[src/sv/bcg_pkg.sv]
package bcg_pkg;

  localparam int CH_W       = 8;
  localparam int COLOR_W    = 24;
  localparam int SIZE_W     = 12;
  localparam int COORD_W    = 11;
  localparam int CFG_IDX_W  = 3;
  localparam int CFG_DATA_W = 24;
  localparam int QUOT_BITS  = 8;

  localparam logic [CFG_IDX_W-1:0] REG_TOP_LEFT     = 3'd0;
  localparam logic [CFG_IDX_W-1:0] REG_TOP_RIGHT    = 3'd1;
  localparam logic [CFG_IDX_W-1:0] REG_BOTTOM_LEFT  = 3'd2;
  localparam logic [CFG_IDX_W-1:0] REG_BOTTOM_RIGHT = 3'd3;
  localparam logic [CFG_IDX_W-1:0] REG_WIDTH        = 3'd4;
  localparam logic [CFG_IDX_W-1:0] REG_HEIGHT       = 3'd5;

  localparam logic [SIZE_W-1:0] RESET_WIDTH  = 12'd1024;
  localparam logic [SIZE_W-1:0] RESET_HEIGHT = 12'd768;

endpackage

[src/sv/bcg_div_cell.sv]
module bcg_div_cell #(
  parameter int LANES = 1,
  parameter int DW    = 11,
  parameter int NW    = 19,
  parameter int BIT   = 7
) (
  input  logic                                          clk,
  input  logic                                          rst,
  input  logic                                          en,
  input  logic [DW-1:0]                                 divisor,
  input  logic                                          valid_in,
  input  logic [LANES-1:0][NW-1:0]                      rem_in,
  input  logic [LANES-1:0][bcg_pkg::QUOT_BITS-1:0]      quot_in,
  output logic                                          valid_out,
  output logic [LANES-1:0][NW-1:0]                      rem_out,
  output logic [LANES-1:0][bcg_pkg::QUOT_BITS-1:0]      quot_out
);

  logic [NW-1:0]                              shifted;
  logic [LANES-1:0][NW-1:0]                   rem_next;
  logic [LANES-1:0][bcg_pkg::QUOT_BITS-1:0]   quot_next;

  assign shifted = NW'(divisor) << BIT;

  always_comb begin
    for (int i = 0; i < LANES; i++) begin
      if (rem_in[i] >= shifted) begin
        rem_next[i] = rem_in[i] - shifted;
      end else begin
        rem_next[i] = rem_in[i];
      end
      quot_next[i] = {quot_in[i][bcg_pkg::QUOT_BITS-2:0], rem_in[i] >= shifted};
    end
  end

  always_ff @(posedge clk) begin
    if (rst) begin
      valid_out <= 1'b0;
    end else if (en) begin
      valid_out <= valid_in;
    end
  end

  always_ff @(posedge clk) begin
    if (en) begin
      rem_out  <= rem_next;
      quot_out <= quot_next;
    end
  end

endmodule

[src/sv/bcg_div_chain.sv]
module bcg_div_chain #(
  parameter int LANES = 1,
  parameter int DW    = 11,
  parameter int NW    = 19
) (
  input  logic                                     clk,
  input  logic                                     rst,
  input  logic                                     en,
  input  logic [DW-1:0]                            divisor,
  input  logic                                     valid_in,
  input  logic [LANES-1:0][NW-1:0]                 num_in,
  output logic                                     valid_out,
  output logic [LANES-1:0][bcg_pkg::QUOT_BITS-1:0] quot_out
);

  localparam int STEPS = bcg_pkg::QUOT_BITS;

  logic [STEPS:0]                                   v;
  logic [STEPS:0][LANES-1:0][NW-1:0]                rem;
  logic [STEPS:0][LANES-1:0][bcg_pkg::QUOT_BITS-1:0] quot;

  assign v[0]    = valid_in;
  assign rem[0]  = num_in;
  assign quot[0] = '0;

  for (genvar s = 0; s < STEPS; s++) begin : g_cell
    bcg_div_cell #(
      .LANES(LANES),
      .DW   (DW),
      .NW   (NW),
      .BIT  (STEPS - 1 - s)
    ) u_cell (
      .clk      (clk),
      .rst      (rst),
      .en       (en),
      .divisor  (divisor),
      .valid_in (v[s]),
      .rem_in   (rem[s]),
      .quot_in  (quot[s]),
      .valid_out(v[s+1]),
      .rem_out  (rem[s+1]),
      .quot_out (quot[s+1])
    );
  end

  assign valid_out = v[STEPS];
  assign quot_out  = quot[STEPS];

endmodule

[config.mk]
export PLATFORM = sky130hd
export DESIGN_NAME = bcg_div_chain
export DESIGN_NICKNAME = d
export VERILOG_FILES = /design/src/sv/bcg_pkg.sv /design/src/sv/bcg_div_cell.sv /design/src/sv/bcg_div_chain.sv
export SDC_FILE = /design/constraint.sdc
export NUM_CORES = 1
export LEC_CHECK = 0
export BUFFER_PORTS_ARGS = -buffer_cell sky130_fd_sc_hd__buf_2
export CORE_MARGIN = 10
export CORE_UTILIZATION = 48
export DETAILED_ROUTE_END_ITERATION = 10
export GPL_ROUTABILITY_DRIVEN = 0
export PLACE_DENSITY = 0.62
export SYNTH_ARGS = -nofsm -noshare
export SYNTH_HDL_FRONTEND = slang
export SYNTH_SLANG_ARGS = --single-unit
[constraint.sdc]
create_clock -name clk -period 6.2 [get_ports clk]
set_clock_uncertainty 0.05 [all_clocks]
set_input_delay 0.62 -clock clk [delete_from_list [all_inputs] [get_ports clk]]
set_output_delay 0.62 -clock clk [all_outputs]
set_load 0.01 [all_outputs]
-- Yosys cells after proc, flatten, opt, wreduce, memory -nomap -nowiden
Cells that the tools add are included.
- $lt $le $gt $ge: 8
- multiplexer cells: 7
- $add $sub $neg: 7
- operators with widths (kind ; count):
    19-bit two-way mux ; 7
    19-bit by 11-bit >= comparator with 1-bit output ; 1
    19-bit by 12-bit >= comparator with 1-bit output ; 1
    19-bit by 13-bit >= comparator with 1-bit output ; 1
    19-bit by 14-bit >= comparator with 1-bit output ; 1
    19-bit by 15-bit >= comparator with 1-bit output ; 1
    19-bit by 16-bit >= comparator with 1-bit output ; 1
    19-bit by 17-bit >= comparator with 1-bit output ; 1
    19-bit by 18-bit >= comparator with 1-bit output ; 1
    19-bit by 12-bit subtractor with 19-bit output ; 1
    19-bit by 13-bit subtractor with 19-bit output ; 1
    19-bit by 14-bit subtractor with 19-bit output ; 1
    19-bit by 15-bit subtractor with 19-bit output ; 1
    19-bit by 16-bit subtractor with 19-bit output ; 1
    19-bit by 17-bit subtractor with 19-bit output ; 1
    19-bit by 18-bit subtractor with 19-bit output ; 1
- flip-flop bits (word level): 177
- output and inout bits: 9
- logic and storage cells: 45
- bits of input ports: 34

-- Longest topological paths before layout
- word-level depth: 2
- mapped depth: 12
- gate-level depth less buffers: 12

-- Modules after synthesis
From an unflattened synthesis, not the netlist that was laid out.
- cells, all modules: 1217
- area total of the unflattened synthesis: 13708.1 µm²
- by module, submodules not included (module ; sequential area each (µm²) ; area an instance (µm²) ; cells an instance ; instances):
    bcg_div_cell at g_cell[2].u_cell ; 830.8 ; 1788.0 ; 149 ; 1
    bcg_div_cell at g_cell[5].u_cell ; 830.8 ; 1776.7 ; 175 ; 1
    bcg_div_cell at g_cell[6].u_cell ; 830.8 ; 1775.5 ; 164 ; 1
    bcg_div_cell at g_cell[1].u_cell ; 830.8 ; 1741.7 ; 151 ; 1
    bcg_div_cell at g_cell[4].u_cell ; 830.8 ; 1716.6 ; 144 ; 1
    bcg_div_cell at g_cell[7].u_cell ; 830.8 ; 1684.1 ; 153 ; 1
    bcg_div_cell at g_cell[3].u_cell ; 830.8 ; 1670.4 ; 150 ; 1
    bcg_div_cell at g_cell[0].u_cell ; 830.8 ; 1551.5 ; 130 ; 1
    bcg_div_chain ; 0.0 ; 3.8 ; 1 ; 1

-- Worst setup path after synthesis
Ideal clock, no wire load.
- kind: in2reg
- start: input num_in[7] in the netlist's numbering
- end: register g_cell[0].u_cell.rem_out[16] in the netlist's numbering (data pin)
- required time: 5.890 ns
- path buffers: 1
- setup time: 0.260 ns
- stages on the path: 10
- setup slack: 3.089 ns
- data arrival time: 2.801 ns
- cell sequence: inv_1 -> ha_1 -> fa_1 -> nor2b_1 -> o31a_1 -> o32ai_1 -> a21o_1 -> a21oi_1 -> buf_2 -> mux2_2
- RTL lines (item ; line ; text):
    start, declared ; bcg_div_chain.sv:11 ; input logic [LANES-1:0][NW-1:0] num_in,
    end signal, assigned ; bcg_div_cell.sv:46 ; rem_out <= rem_next;
    end, declared ; bcg_div_cell.sv:15 ; output logic [LANES-1:0][NW-1:0] rem_out,

==> results.toml <==
[placement]
portBuffers = 42
dpl.hpwl_um = 16900

[power_and_ir_drop]
irDropWorstVdd_v = 0.000199
p_leak_nw = 4.50
power.total_mw = 4.59
pwr_density_cell_nw_per_um2 = 390

[setup_path]
critical_path.max_stage_delay_ns = 0.74
slowest_stage = "nor2_1"
endpoint_kind = "register"
crit_buf_inv = 3
start_kind = "primary input"
reg2reg_to = "g_cell[2].u_cell.rem_out[18]$_DFFE_PP_"
timing.critical_path.mode_cell = "inv_1"
cp.required_ns = 6.32
r2r_slack_ns = 2.91
crit_chain = "buf_2, inv_1, ha_1, nor2b_1, o31a_1, o21ai_0, nand2_1, nor2_1, inv_1, o2111ai_1, nor4_1, xor2_1"
cp_top_family = "simple AND/OR/NAND/NOR gates"
rr_worst_depth = 10
worst-path-max-fanout = 18
worstPathArrival_ns = 3.58
critPathLaunch = "divisor[2]"
path_class = "in2reg"
r2r-start = "g_cell[1].u_cell.rem_out[7]$_DFFE_PP_"
worst-path-stages = 12
endpoint = "g_cell[2].u_cell.rem_out[18]$_DFFE_PP_"

[floorplan]
die_h_um = 169
die_w_um = 169
ios = 43
start_util_pct = 48.8
core_um2 = 21800
die-area_um2 = 28600
row_count = 54

[logic_synthesis]
synth_cells = 961
synth_edf_count = 169
synthTopCellsByArea = "edfxtp_1 48%, ha_1 10%, xnor2_1 3.9%"
yosysSeqAreaShare_pct = 49.1
synthArstFlopShare_pct = 0
syn_area_um2 = 10700
syn-num-nets = 1090
yosysTopAreaCell = "edfxtp_1"
ys_ff_latch = 177
synth_cell_types = 69
ys_warn_count = 0
syn_area_per_cell_um2 = 11.1
synth_top_area_share_pct = 47.6
synth_ff_type = "edfxtp_1"

[clock_tree]
cts_tree = "done"
cts.sinks = 177
ctsHoldBuffers = 0
htreeDepth = 4
clockBufferDepth = 2
cts_resized = 0
root_buffer = "clkbuf_16"
clk-insertion-delay-late_ns = 0.43
cts_buffers = 17
path_clk_slew_ns = 0.07
post_cts_buffers = 0

[grt]
track_usage_pct = 16.7
grt_pass1_vias = 7529
met2_usage_pct = 28.4
antenna_found_initial = 0
grtUsageMet1_pct = 20.0
grt_pass1_wl_um = 38100
grt_overflow = 0
grtUsageMet3_pct = 3.06
grt_max_degree = 118
globalRoute.busiestLayer = "met2"

[cells_and_area]
final_common_cell = "edfxtp_1"
n_fill_cell = 1900
final_cell_mix = "169 x edfxtp_1, 88 x ha_1, 76 x nor2_1"
fin_nets = 1137
antenna_cells = 0
register_area_um2 = 5240
multi_input_area_um2 = 5160
layout-drive-gt1-share_pct = 11.8
area_growth_pct = 10.3

[sta]
finalSetupViolCount = 0
drv_slew = 0
fmax_mhz = 289
min_period_ns = 3.46
slew_headroom_pct = 32.2
rsz0062_at_grt = "no"
fin_setup_tns_ns = 0
finalHoldViolations = 0
timing.final.crit_share_pct = 55.8
max_slew.worst_pin.slew_ns = 1.02

[drt]
drc = 0
dr.pass1.iters = 5
wl_per_cell_um = 18.1
via_per_inst = 5.67
dr.first_iter.drc_count = 416
num_vias = 7379
antenna_left = 0
wl_um = 23600

[job]
cap_viol_max_count = 0

[run_status]
status = "finished clean"

[min_path]
hold_path.class = "in2reg"
==> routing by layer <==
metal | routed length (µm) | up-vias
li1 | - | 3704
met1 | 10400 | 3493
met2 | 11600 | 136
met3 | 667 | 46
met4 | 944 | 0
met5 | 0 | -
==> cells in the mapped netlist, types with 9 or more instances <==
library cell,count
ha_1,88
nand3b_1,10
xor2_1,25
nor3_1,26
nand3_1,13
nand2_1,66
xnor2_1,48
nand2b_1,12
o21a_1,20
a21oi_1,74
a21o_1,16
nand4_1,12
nor2_1,76
clkbuf_1,13
inv_1,45
nor2b_1,17
mux2i_1,9
edfxtp_1,169
a31oi_1,9
mux2_2,25
o21ai_0,61
nor4_1,12
==> where the power goes <==
group	internal, mW	switching, mW
registers	1.72	0.185
clock network	0.561	0.462
logic	0.766	0.900
==> state kept, by name, summed over array words and instances (netlist names) <==
name,count
g_cell.u_cell.valid_out,8
g_cell.u_cell.quot_out,36
g_cell.u_cell.rem_out,133
==> how the worst min path moves through the flow <==
| stage | cells after the start | slack, ns | startpoint | endpoint |
|---|---|---|---|---|
| floorplan | 0 | 0.35 | g_cell[0].u_cell.quot_out[0]$_DFFE_PP_ | g_cell[1].u_cell.quot_out[1]$_DFFE_PP_ |
| finish | 1 | 0.33 | num_in[4] | g_cell[0].u_cell.rem_out[4]$_DFFE_PP_ |
| detailed placement | 0 | 0.35 | g_cell[6].u_cell.quot_out[6]$_DFFE_PP_ | g_cell[7].u_cell.quot_out[7]$_DFFE_PP_ |
| global placement | 0 | 0.35 | g_cell[4].u_cell.quot_out[2]$_DFFE_PP_ | g_cell[5].u_cell.quot_out[3]$_DFFE_PP_ |
| CTS | 1 | 0.31 | num_in[4] | g_cell[0].u_cell.rem_out[4]$_DFFE_PP_ |
| global route | 1 | 0.31 | num_in[4] | g_cell[0].u_cell.rem_out[4]$_DFFE_PP_ |
==> logic make-up (layout without fill, tap and decap cells) <==
group / after synthesis / in the layout / share of synthesized area (%)
AND/OR/NAND/NOR: 276 / 276 / 13.0
AO/OA/AOI/OAI: 237 / 237 / 14.0
flip-flops: 177 / 177 / 49.1
adder cells (fa/ha/maj): 95 / 95 / 11.6
XOR/XNOR: 73 / 73 / 6.00
buffers and inverters: 68 / 128 / 2.56
multiplexers: 35 / 35 / 3.63
==> layout make-up <==
cell class                 instances  area share, %
clock inverter                    11          0.649
inverter                          46           1.47
timing repair buffer              50           2.37
clock buffer                      21           4.10
multi-input combinational        716           43.9
sequential                       177           44.5
tap                              280           2.98
==> per-stage QoR <==
stage	util (%)	area, µm²	cells	hold slack [ns]	setup slack, ns
2_1_floorplan	-	10700	961	0.350	3.09
3_3_place_gp	51.3	11200	1269	0.352	2.40
3_5_place_dp	51.3	11200	1269	0.355	2.34
4_1_cts	53.9	11800	1301	0.309	2.79
5_1_grt	53.9	11800	1301	0.311	2.49
6_report	53.9	11800	1301	0.332	2.74
No activity file was read; power rests on OpenSTA's default activity.
